## src/rtl/core/ppu_pkg.sv

```systemverilog
`timescale 1ns / 1ps
// ----------------------------------------------------------------------------
// ppu_pkg: shared definitions of the packed / planar pixel unpacker
// Register indexes, format codes, the item record that travels between the
// front and back parts, and the per-pixel decode function.
// ----------------------------------------------------------------------------
package ppu_pkg;

  localparam int MAX_WIDTH_DEF  = 1024;
  localparam int MAX_HEIGHT_DEF = 1024;

  // Entries of the item queue between front and back (power of two)
  localparam int QUEUE_DEPTH = 4;

  localparam int CFG_IDX_W  = 2;
  localparam int CFG_DATA_W = 11;

  localparam logic [CFG_IDX_W-1:0] REG_FORMAT_MODE  = 2'd0;
  localparam logic [CFG_IDX_W-1:0] REG_PALETTE_BASE = 2'd1;
  localparam logic [CFG_IDX_W-1:0] REG_ROW_WIDTH    = 2'd2;
  localparam logic [CFG_IDX_W-1:0] REG_ROW_COUNT    = 2'd3;

  localparam logic [2:0] MODE_MONO2       = 3'd0;
  localparam logic [2:0] MODE_SCALED2     = 3'd1;
  localparam logic [2:0] MODE_NIBBLE      = 3'd2;
  localparam logic [2:0] MODE_NIBBLE_BASE = 3'd3;
  localparam logic [2:0] MODE_PLANAR      = 3'd4;

  localparam logic [2:0]  FORMAT_MODE_RST  = MODE_NIBBLE;
  localparam logic [7:0]  PALETTE_BASE_RST = 8'd0;
  localparam logic [10:0] ROW_WIDTH_RST    = 11'd320;
  localparam logic [10:0] ROW_COUNT_RST    = 11'd200;

  localparam logic [7:0] MASK_HI    = 8'hF0;
  localparam logic [7:0] MASK_LO    = 8'h0F;
  localparam logic [7:0] MONO_MID   = 8'h7F;
  localparam logic [7:0] MONO_WHITE = 8'hFF;
  localparam logic [7:0] MONO_BLACK = 8'h00;

  // Index of the final pixel of a byte, per format
  localparam logic [2:0] LAST_K_2BPP   = 3'd3;
  localparam logic [2:0] LAST_K_4BPP   = 3'd1;
  localparam logic [2:0] LAST_K_PLANAR = 3'd7;

  typedef struct packed {
    logic [2:0]      mode;
    logic [2:0]      last_k;
    logic [4:0][7:0] planes;
  } ppu_item_t;

  typedef struct packed {
    logic [7:0]  palette_base;
    logic [10:0] row_width;
    logic [10:0] row_count;
  } ppu_cfg_t;

  // Decode pixel k (leftmost is 0) of one item
  function automatic logic [7:0] pixel_of(input logic [2:0] mode,
                                          input logic [4:0][7:0] planes,
                                          input logic [2:0] k,
                                          input logic [7:0] base);
    logic [7:0] b;
    logic [7:0] shifted;
    logic [1:0] v2;
    logic [3:0] nib;
    logic [2:0] bi;
    logic [7:0] px;
    b       = planes[0];
    shifted = b << {k[1:0], 1'b0};
    v2      = shifted[7:6];
    nib     = (k == 3'd0) ? 4'((b & MASK_HI) >> 4) : 4'(b & MASK_LO);
    bi      = 3'd7 - k;
    case (mode)
      MODE_MONO2: begin
        px = v2[1] ? MONO_MID : (v2[0] ? MONO_BLACK : MONO_WHITE);
      end
      MODE_SCALED2: begin
        px = {v2, 6'd0};
      end
      MODE_NIBBLE: begin
        px = {4'd0, nib};
      end
      MODE_NIBBLE_BASE: begin
        px = {4'd0, nib} + base;
      end
      default: begin
        px = {3'b000, planes[4][bi], planes[3][bi], planes[2][bi],
              planes[1][bi], planes[0][bi]};
      end
    endcase
    return px;
  endfunction

endpackage

```

## src/rtl/core/ppu_front.sv

```systemverilog
`timescale 1ns / 1ps
// ----------------------------------------------------------------------------
// ppu_front: input side of the pixel unpacker
// Accepts items, tags each with its format and pixel count, drops items of
// unused formats, and holds them in a short queue for the back part.
// ----------------------------------------------------------------------------
module ppu_front (
  input  logic                 clk,
  input  logic                 rst_n,
  input  logic                 push,
  output logic                 full,
  input  logic [7:0]           in_plane0_byte,
  input  logic [7:0]           in_plane1_byte,
  input  logic [7:0]           in_plane2_byte,
  input  logic [7:0]           in_plane3_byte,
  input  logic [7:0]           in_plane4_byte,
  input  logic [2:0]           format_mode,
  input  logic                 q_pop,
  output logic                 q_valid,
  output ppu_pkg::ppu_item_t   q_head
);

  localparam int PTR_W = (ppu_pkg::QUEUE_DEPTH > 1) ? $clog2(ppu_pkg::QUEUE_DEPTH) : 1;
  localparam int CNT_W = $clog2(ppu_pkg::QUEUE_DEPTH + 1);

  ppu_pkg::ppu_item_t entry_r [ppu_pkg::QUEUE_DEPTH];
  logic [PTR_W-1:0]   wr_ptr_r, wr_ptr_nxt;
  logic [PTR_W-1:0]   rd_ptr_r, rd_ptr_nxt;
  logic [CNT_W-1:0]   count_r, count_nxt;
  logic               wr_en;
  logic               rd_en;
  ppu_pkg::ppu_item_t item;

  assign full    = (count_r == CNT_W'(ppu_pkg::QUEUE_DEPTH));
  assign q_valid = (count_r != '0);
  assign q_head  = entry_r[rd_ptr_r];
  assign rd_en   = q_pop && q_valid;

  // Unused formats are taken and dropped without a queue entry
  assign wr_en = push && !full && (format_mode <= ppu_pkg::MODE_PLANAR);

  always_comb begin
    item.mode   = format_mode;
    item.planes = {in_plane4_byte, in_plane3_byte, in_plane2_byte,
                   in_plane1_byte, in_plane0_byte};
    if (format_mode <= ppu_pkg::MODE_SCALED2) begin
      item.last_k = ppu_pkg::LAST_K_2BPP;
    end else if (format_mode <= ppu_pkg::MODE_NIBBLE_BASE) begin
      item.last_k = ppu_pkg::LAST_K_4BPP;
    end else begin
      item.last_k = ppu_pkg::LAST_K_PLANAR;
    end
  end

  always_comb begin
    wr_ptr_nxt = wr_en ? PTR_W'(wr_ptr_r + 1'b1) : wr_ptr_r;
    rd_ptr_nxt = rd_en ? PTR_W'(rd_ptr_r + 1'b1) : rd_ptr_r;
    count_nxt  = count_r;
    if (wr_en && !rd_en) begin
      count_nxt = CNT_W'(count_r + 1'b1);
    end else if (!wr_en && rd_en) begin
      count_nxt = CNT_W'(count_r - 1'b1);
    end
  end

  always_ff @(posedge clk) begin
    if (!rst_n) begin
      wr_ptr_r <= '0;
      rd_ptr_r <= '0;
      count_r  <= '0;
    end else begin
      wr_ptr_r <= wr_ptr_nxt;
      rd_ptr_r <= rd_ptr_nxt;
      count_r  <= count_nxt;
    end
  end

  always_ff @(posedge clk) begin
    if (wr_en) begin
      entry_r[wr_ptr_r] <= item;
    end
  end

endmodule

```

## src/rtl/core/ppu_back.sv

```systemverilog
`timescale 1ns / 1ps
// ----------------------------------------------------------------------------
// ppu_back: pixel serializer of the pixel unpacker
// Emits one pixel per cycle from the queue head while the output register is free
// or being popped, tracks column and row, and holds each pixel in an output
// register until it is popped.
module ppu_back #(
  parameter int MAX_WIDTH  = ppu_pkg::MAX_WIDTH_DEF,
  parameter int MAX_HEIGHT = ppu_pkg::MAX_HEIGHT_DEF
) (
  input  logic               clk,
  input  logic               rst_n,
  input  ppu_pkg::ppu_cfg_t  cfg,
  input  logic               q_valid,
  input  ppu_pkg::ppu_item_t q_head,
  output logic               q_pop,
  output logic               empty,
  input  logic               pop,
  output logic [7:0]         out_pixel_value,
  output logic               out_row_end,
  output logic               out_frame_end,
  output logic               out_last
);

  localparam int COL_W   = (MAX_WIDTH > 1) ? $clog2(MAX_WIDTH) : 1;
  localparam int ROW_W   = (MAX_HEIGHT > 1) ? $clog2(MAX_HEIGHT) : 1;
  localparam int WD_RAW  = $clog2(MAX_WIDTH + 1);
  localparam int HT_RAW  = $clog2(MAX_HEIGHT + 1);
  localparam int WD_W    = (WD_RAW > 11) ? WD_RAW : 11;
  localparam int HT_W    = (HT_RAW > 11) ? HT_RAW : 11;

  logic [COL_W-1:0] col_r, col_nxt, col_eff;
  logic [ROW_W-1:0] row_r, row_nxt, row_eff;
  logic [2:0]       k_r, k_nxt;
  logic             out_valid_r, out_valid_nxt;
  logic [7:0]       pix_r;
  logic             re_r, fe_r, last_r;

  logic [WD_W-1:0]  rw, w_eff;
  logic [HT_W-1:0]  rc, h_eff;
  logic [HT_W-1:0]  row_tmp, row_inc;
  logic             first, wrap_col, re, fe, stop, last_pix, emit;
  logic [7:0]       pix;

  // Clamp dimensions: zero acts as one, oversize acts as the maximum
  always_comb begin
    rw = WD_W'(cfg.row_width);
    rc = HT_W'(cfg.row_count);
    if (rw == '0) begin
      w_eff = WD_W'(1);
    end else if (rw > WD_W'(MAX_WIDTH)) begin
      w_eff = WD_W'(MAX_WIDTH);
    end else begin
      w_eff = rw;
    end
    if (rc == '0) begin
      h_eff = HT_W'(1);
    end else if (rc > HT_W'(MAX_HEIGHT)) begin
      h_eff = HT_W'(MAX_HEIGHT);
    end else begin
      h_eff = rc;
    end
  end

  always_comb begin
    first    = (k_r == 3'd0);
    // Fold counters left past the bounds by a register change
    wrap_col = first && (WD_W'(col_r) >= w_eff);
    col_eff  = wrap_col ? '0 : col_r;
    row_tmp  = HT_W'(row_r) + (wrap_col ? HT_W'(1) : '0);
    row_eff  = (first && (row_tmp >= h_eff)) ? '0 : ROW_W'(row_tmp);
    row_inc  = HT_W'(row_eff) + HT_W'(1);

    re       = ((WD_W'(col_eff) + WD_W'(1)) == w_eff);
    fe       = re && (row_inc == h_eff);
    stop     = (q_head.mode == ppu_pkg::MODE_PLANAR) ? fe : re;
    last_pix = stop || (k_r == q_head.last_k);
    pix      = ppu_pkg::pixel_of(q_head.mode, q_head.planes, k_r, cfg.palette_base);

    emit     = q_valid && (!out_valid_r || pop);
    q_pop    = emit && last_pix;

    k_nxt         = k_r;
    col_nxt       = col_r;
    row_nxt       = row_r;
    out_valid_nxt = out_valid_r && !pop;
    if (emit) begin
      out_valid_nxt = 1'b1;
      k_nxt         = last_pix ? 3'd0 : 3'(k_r + 3'd1);
      if (re) begin
        col_nxt = '0;
        row_nxt = fe ? '0 : ROW_W'(row_inc);
      end else begin
        col_nxt = COL_W'(col_eff + 1'b1);
        row_nxt = row_eff;
      end
    end
  end

  always_ff @(posedge clk) begin
    if (!rst_n) begin
      col_r       <= '0;
      row_r       <= '0;
      k_r         <= '0;
      out_valid_r <= 1'b0;
    end else begin
      col_r       <= col_nxt;
      row_r       <= row_nxt;
      k_r         <= k_nxt;
      out_valid_r <= out_valid_nxt;
    end
  end

  always_ff @(posedge clk) begin
    if (emit) begin
      pix_r  <= pix;
      re_r   <= re;
      fe_r   <= fe;
      last_r <= last_pix;
    end
  end

  assign empty           = !out_valid_r;
  assign out_pixel_value = pix_r;
  assign out_row_end     = re_r;
  assign out_frame_end   = fe_r;
  assign out_last        = last_r;

endmodule

```

## src/rtl/core/packed_planar_pixel_unpacker.sv

```systemverilog
`timescale 1ns / 1ps
// ----------------------------------------------------------------------------
// packed_planar_pixel_unpacker: packed / planar bitmap byte to pixel stream
// Top level: configuration registers, front (accept and queue) and back
// (pixel serializer with row and frame tracking).
// ----------------------------------------------------------------------------
// Each item pushed in is one packed byte (plane0) or five plane bytes and
// leaves as up to eight 8-bit pixels, leftmost first, one result per pixel,
// at one pixel per clock while the output is free or popped: a 2-bit format
// item gives 4 pixels, a nibble format item 2, a planar item 8, fewer where
// a packed byte is clipped at the row end or a planar byte runs into the
// image end. The pixel serializer in the back part sets that rate; the
// front takes items every cycle into a four-entry queue until it fills,
// and items of an unused format are taken and dropped with no result.
// out_last marks the final pixel of an item, out_row_end and out_frame_end
// the last pixel of a row and of the image. A row width or count of zero
// acts as one and a value above MAX_WIDTH / MAX_HEIGHT acts as that
// maximum. Write configuration only while no result is outstanding.
module packed_planar_pixel_unpacker #(
  parameter int MAX_WIDTH  = ppu_pkg::MAX_WIDTH_DEF,
  parameter int MAX_HEIGHT = ppu_pkg::MAX_HEIGHT_DEF
) (
  input  logic                           clk,
  input  logic                           rst_n,
  // configuration write port
  input  logic                           cfg_we,
  input  logic [ppu_pkg::CFG_IDX_W-1:0]  cfg_index,
  input  logic [ppu_pkg::CFG_DATA_W-1:0] cfg_wdata,
  // input items
  input  logic                           push,
  output logic                           full,
  input  logic [7:0]                     in_plane0_byte,
  input  logic [7:0]                     in_plane1_byte,
  input  logic [7:0]                     in_plane2_byte,
  input  logic [7:0]                     in_plane3_byte,
  input  logic [7:0]                     in_plane4_byte,
  // result items
  output logic                           empty,
  input  logic                           pop,
  output logic [7:0]                     out_pixel_value,
  output logic                           out_row_end,
  output logic                           out_frame_end,
  output logic                           out_last
);

  logic [2:0]         format_mode_r;
  logic [7:0]         palette_base_r;
  logic [10:0]        row_width_r;
  logic [10:0]        row_count_r;
  ppu_pkg::ppu_cfg_t  cfg;
  logic               q_valid;
  logic               q_pop;
  ppu_pkg::ppu_item_t q_head;

  // Configuration registers; every index of the port maps to a register
  always_ff @(posedge clk) begin
    if (!rst_n) begin
      format_mode_r  <= ppu_pkg::FORMAT_MODE_RST;
      palette_base_r <= ppu_pkg::PALETTE_BASE_RST;
      row_width_r    <= ppu_pkg::ROW_WIDTH_RST;
      row_count_r    <= ppu_pkg::ROW_COUNT_RST;
    end else if (cfg_we) begin
      case (cfg_index)
        ppu_pkg::REG_FORMAT_MODE:  format_mode_r  <= cfg_wdata[2:0];
        ppu_pkg::REG_PALETTE_BASE: palette_base_r <= cfg_wdata[7:0];
        ppu_pkg::REG_ROW_WIDTH:    row_width_r    <= cfg_wdata[10:0];
        ppu_pkg::REG_ROW_COUNT:    row_count_r    <= cfg_wdata[10:0];
        default: begin
        end
      endcase
    end
  end

  assign cfg.palette_base = palette_base_r;
  assign cfg.row_width    = row_width_r;
  assign cfg.row_count    = row_count_r;

  // Front: accept, classify, queue
  ppu_front u_front (
    .clk            (clk),
    .rst_n          (rst_n),
    .push           (push),
    .full           (full),
    .in_plane0_byte (in_plane0_byte),
    .in_plane1_byte (in_plane1_byte),
    .in_plane2_byte (in_plane2_byte),
    .in_plane3_byte (in_plane3_byte),
    .in_plane4_byte (in_plane4_byte),
    .format_mode    (format_mode_r),
    .q_pop          (q_pop),
    .q_valid        (q_valid),
    .q_head         (q_head)
  );

  // Back: serialize pixels, advance column and row, hold output
  ppu_back #(
    .MAX_WIDTH  (MAX_WIDTH),
    .MAX_HEIGHT (MAX_HEIGHT)
  ) u_back (
    .clk             (clk),
    .rst_n           (rst_n),
    .cfg             (cfg),
    .q_valid         (q_valid),
    .q_head          (q_head),
    .q_pop           (q_pop),
    .empty           (empty),
    .pop             (pop),
    .out_pixel_value (out_pixel_value),
    .out_row_end     (out_row_end),
    .out_frame_end   (out_frame_end),
    .out_last        (out_last)
  );

endmodule

```

## config.mk

```make
export PLATFORM = sky130hd
export DESIGN_NAME = packed_planar_pixel_unpacker
export DESIGN_NICKNAME = d
export VERILOG_FILES = /design/src/rtl/core/ppu_pkg.sv /design/src/rtl/core/ppu_front.sv /design/src/rtl/core/ppu_back.sv /design/src/rtl/core/packed_planar_pixel_unpacker.sv
export SDC_FILE = /design/constraint.sdc
export NUM_CORES = 1
export LEC_CHECK = 0
export ABC_CLOCK_PERIOD_IN_PS = 7300
export BUFFER_PORTS_ARGS = -buffer_cell sky130_fd_sc_hd__buf_2
export CORE_AREA = 3 3 147 164
export CTS_CLUSTER_DIAMETER = 30
export DETAILED_ROUTE_END_ITERATION = 10
export DIE_AREA = 0 0 150 167
export GPL_TIMING_DRIVEN = 0
export PLACE_DENSITY = 0.75
export SYNTH_ARGS = -nofsm -noshare
export SYNTH_HDL_FRONTEND = slang
export SYNTH_SLANG_ARGS = --single-unit
```

## constraint.sdc

```tcl
create_clock -name clk -period 7.3 [get_ports clk]
set_input_delay 0.365 -clock clk [delete_from_list [all_inputs] [get_ports clk]]
set_output_delay 0.365 -clock clk [all_outputs]
set_load 0.02 [all_outputs]
```

==> results by group <==
Clocking
  • # clock sinks: 257
  • Clock root cell: clkbuf_16
  • CTS tree: done
  • Clock buffer depth: 3
  • Max H-tree Level: 2
  • CTS clk-pin slew, worst paths: 0.05 ns
  • Total CTS buffers: 48
  • Clock latency on the worst-skew pair: 0.56 ns

Cells and area
  • Design area: 15200 um2
  • Most frequent cells in the layout: 191 x edfxtp_1, 88 x nand2_1, 78 x buf_2
  • Non-filler cells, final: 1429
  • Fin util: 67.0%
  • NumNets Final: 1186
  • Area Overhead vs Synth: 22.9%
  • Leading cell type in the layout, fill and taps excluded: edfxtp_1
  • Layout cells sized above 1: 28.3%
  • # diodes: 0
  • Fillcell total: 1585

Floorplan
  • # rows: 58
  • Starting Density: 54.5%
  • Die width: 150 um
  • I/O pin cnt: 71
  • Die Ht: 167 um
  • Core area: 22600 um2
  • Die ar.: 25100 um2

Worst setup path
  • Worst setup EP type: register
  • Crit path kind: register to register
  • Arrival time worst endpoint: 7.68 ns
  • Crit-path slowest cell: a311o_2
  • CP peak stage delay: 0.43 ns
  • Startpoint types: register
  • CP dominant cell by count: ha_4
  • Crit-path max FO: 6
  • Req. time, crit path: 7.77 ns

Place
  • Post-DP HPWL: 19900 um
  • Placed cell count: 1320
  • Gpl congestion: 0.901
  • IO buf count: 69
  • Worst slack, placed: -1.18 ns
  • Placed Instance Area: 13200 um2

STA
  • Final setup viols: 0
  • Hold slack: 0.0249 ns
  • PnR worst setup slack: 0.0894 ns
  • RSZ-0062 raised after global routing: true
  • Slew Limit Headroom: 8.48%
  • Ratio of final minimum period to clock period: 98.8%
  • Transition time of the tightest slew-check pin: 1.37 ns
  • Slew Limit Fails: 0
  • Fmax: 139 MHz
  • Hold Fails Final Rpt: 0
  • Post-route minimum period: 7.21 ns
  • Final Skew: 0.0295 ns

Synthesis
  • Seq/Total Area, Yosys: 57.2%
  • Post-synth ARST share: 0%
  • Post-synth top flop: edfxtp_1
  • Post-synth net total: 1043
  • Syn Std Cell Area: 12300 um2
  • Syn avg cell area: 13.0 um2
  • FF+latch count, synth: 257
  • EDFF count, synth: 191
  • Mapped Cells: 947
  • Ys Warns: 0
  • Number of distinct library cells after synthesis: 79

Min path
  • Hold Crit Class: primary input to register

Power and ir drop
  • Leakage: 5.49 nW
  • IR Drop Worst-Case VDD: 0.283 mV
  • Clk pwr share: 38.8%
  • Combinational share of power: 26.0%
  • P_sw: 1.72 mW
  • Sequential Power Share: 35.3%
  • Power Internal: 3.71 mW
  • Sw Ratio: 31.7%
  • Cell area power density: 359 nW/um2

Detailed routing
  • Initial DRC Count: 562
  • Drt first pass iters: 5
  • Final WL: 30500 um
  • Vias per cell: 5.95
  • Post-detailed-route count of antenna-violating nets: 0
  • Avg WL per Cell: 21.3 um
  • Post-route DRC: 0
  • Vias: 8508

Flow run
  • Max Cap Viol: 0

GRT
  • First-pass GRT wire length: 47300 um
  • Largest net degree at the start of global routing: 34
  • Initial antenna violation count: 1
  • Total track usage: 24.4%
  • Overflow after GRT: 0
  • Vias in the first global route: 8741

Status
  • Status: finished, final reports clean
final timing paths:
kind	startpoint	endpoint	slack [ns]	depth (start not counted)
setup / recovery	row_width_r[6]$_SDFFE_PN1P_	u_front.count_r[2]$_SDFFE_PN0P_	0.09	40
hold reg to reg	row_count_r[1]$_SDFFE_PN0P_	row_count_r[1]$_SDFFE_PN0P_	0.47	2
hold / removal	in_plane4_byte[0]	u_front.entry_r[1][32]$_DFFE_PP_	0.02	1
setup reg to reg	row_width_r[6]$_SDFFE_PN1P_	u_front.count_r[2]$_SDFFE_PN0P_	0.09	40
metrics by stage:
step	power, mW	setup TNS (ns)
3_3_place_gp	3.18	-4.11
3_5_place_dp	3.23	-5.89
5_1_grt	5.67	-0.203
6_report	5.44	0
4_1_cts	5.39	0
2_1_floorplan	2.83	0
worst max-delay path: cells and delay by family, from the launching register on:
family	cells	cell delay [ns]
XOR/XNOR	4	0.75
flip-flops	1	0.35
AND/OR/NAND/NOR	9	1.46
AO/OA/AOI/OAI	14	2.48
adder cells (fa/ha/maj)	7	1.52
buffers and inverters	6	0.55
area by class of cell:
type                    instances  area (um2)  share of cell area [%]
flip-flops and latches        257        7060                    46.6
multi-input cells             608        5190                    34.2
clock buffers                  52        1220                    8.02
repair buffers                 96         596                    3.93
well taps                     300         375                    2.48
clock inverters                37         360                    2.38
plain buffers                  44         225                    1.49
inverters                      35         138                   0.908
Yosys cell counts, drive strengths merged, types with 5 or more instances:
| master | instances | area (um2) |
|---|---|---|
| edfxtp | 191 | 5740 |
| nand2 | 90 | 338 |
| dfxtp | 66 | 1320 |
| nor2 | 58 | 220 |
| a21oi | 56 | 288 |
| mux4 | 56 | 1260 |
| ha | 36 | 450 |
| inv | 34 | 128 |
| o21ai | 33 | 165 |
| xnor2 | 31 | 272 |
| clkbuf | 28 | 105 |
| mux2i | 28 | 280 |
| nand3 | 28 | 150 |
| buf | 19 | 114 |
| nor3 | 19 | 105 |
| nand2b | 16 | 100 |
| and2 | 15 | 93.8 |
| a31oi | 9 | 56.3 |
| nand4 | 9 | 98.8 |
| nor2b | 9 | 56.3 |
| xor2 | 9 | 78.8 |
| a21o | 6 | 45.0 |
| o221ai | 6 | 52.6 |
| a211oi | 5 | 42.5 |
| a22oi | 5 | 56.3 |
| and3 | 5 | 31.3 |
| mux2 | 5 | 56.3 |
| o211ai | 5 | 37.5 |
| o31ai | 5 | 37.5 |
| or3 | 5 | 31.3 |
cells by family after synthesis:
logic type                 after synthesis  synth area share [%]
xor gates and xnor gates                40                  2.84
buffers and inverters                   82                  2.85
adders and majority gates               38                  3.97
and+or+nand+nor                        276                  11.3
DFF                                    257                  57.2
AOI/OAI and AO/OA                      165                  8.93
muxes                                   89                  12.9
power groups by stage:
stage / Combinational, mW / Clock, mW / Sequential, mW
after CTS: 1.35 / 2.13 / 1.91
after global routing: 1.52 / 2.21 / 1.93
after detailed placement: 1.30 / 0 / 1.93
final: 1.41 / 2.11 / 1.92
after global placement: 1.25 / 0 / 1.93
after floorplan: 0.881 / 0 / 1.95
state kept, by name, summed over array words and instances, names as in the netlist, named ones only:
register and flops:
u_front.entry_r 180, row_count_r 11, row_width_r 11, u_back.col_r 10, u_back.row_r 10, palette_base_r 8
u_back.out_pixel_value 8, format_mode_r 3, u_back.k_r 3, u_front.count_r 3, u_front.rd_ptr_r 2, u_front.wr_ptr_r 2
u_back.out_frame_end 1, u_back.out_last 1, u_back.out_row_end 1, u_back.out_valid_r 1
per-layer routing:
metal,part of all wire [%],up-vias,GRT usage (%)
li1,-,3898,-
met1,38,4203,28.8
met2,53,314,43.0
met3,5.6,89,4.93
met4,3.9,4,9.87
met5,0.24,-,1.80
timing repair:
item / CTS / global route
hold buffers: 0 / 0
resized for setup: 24 / 27
pin swaps: 10 / 29
setup buffers: 7 / 16
endpoints found under the setup margin: 22 / 2
Note: power is estimated with default switching activity, not from simulation.
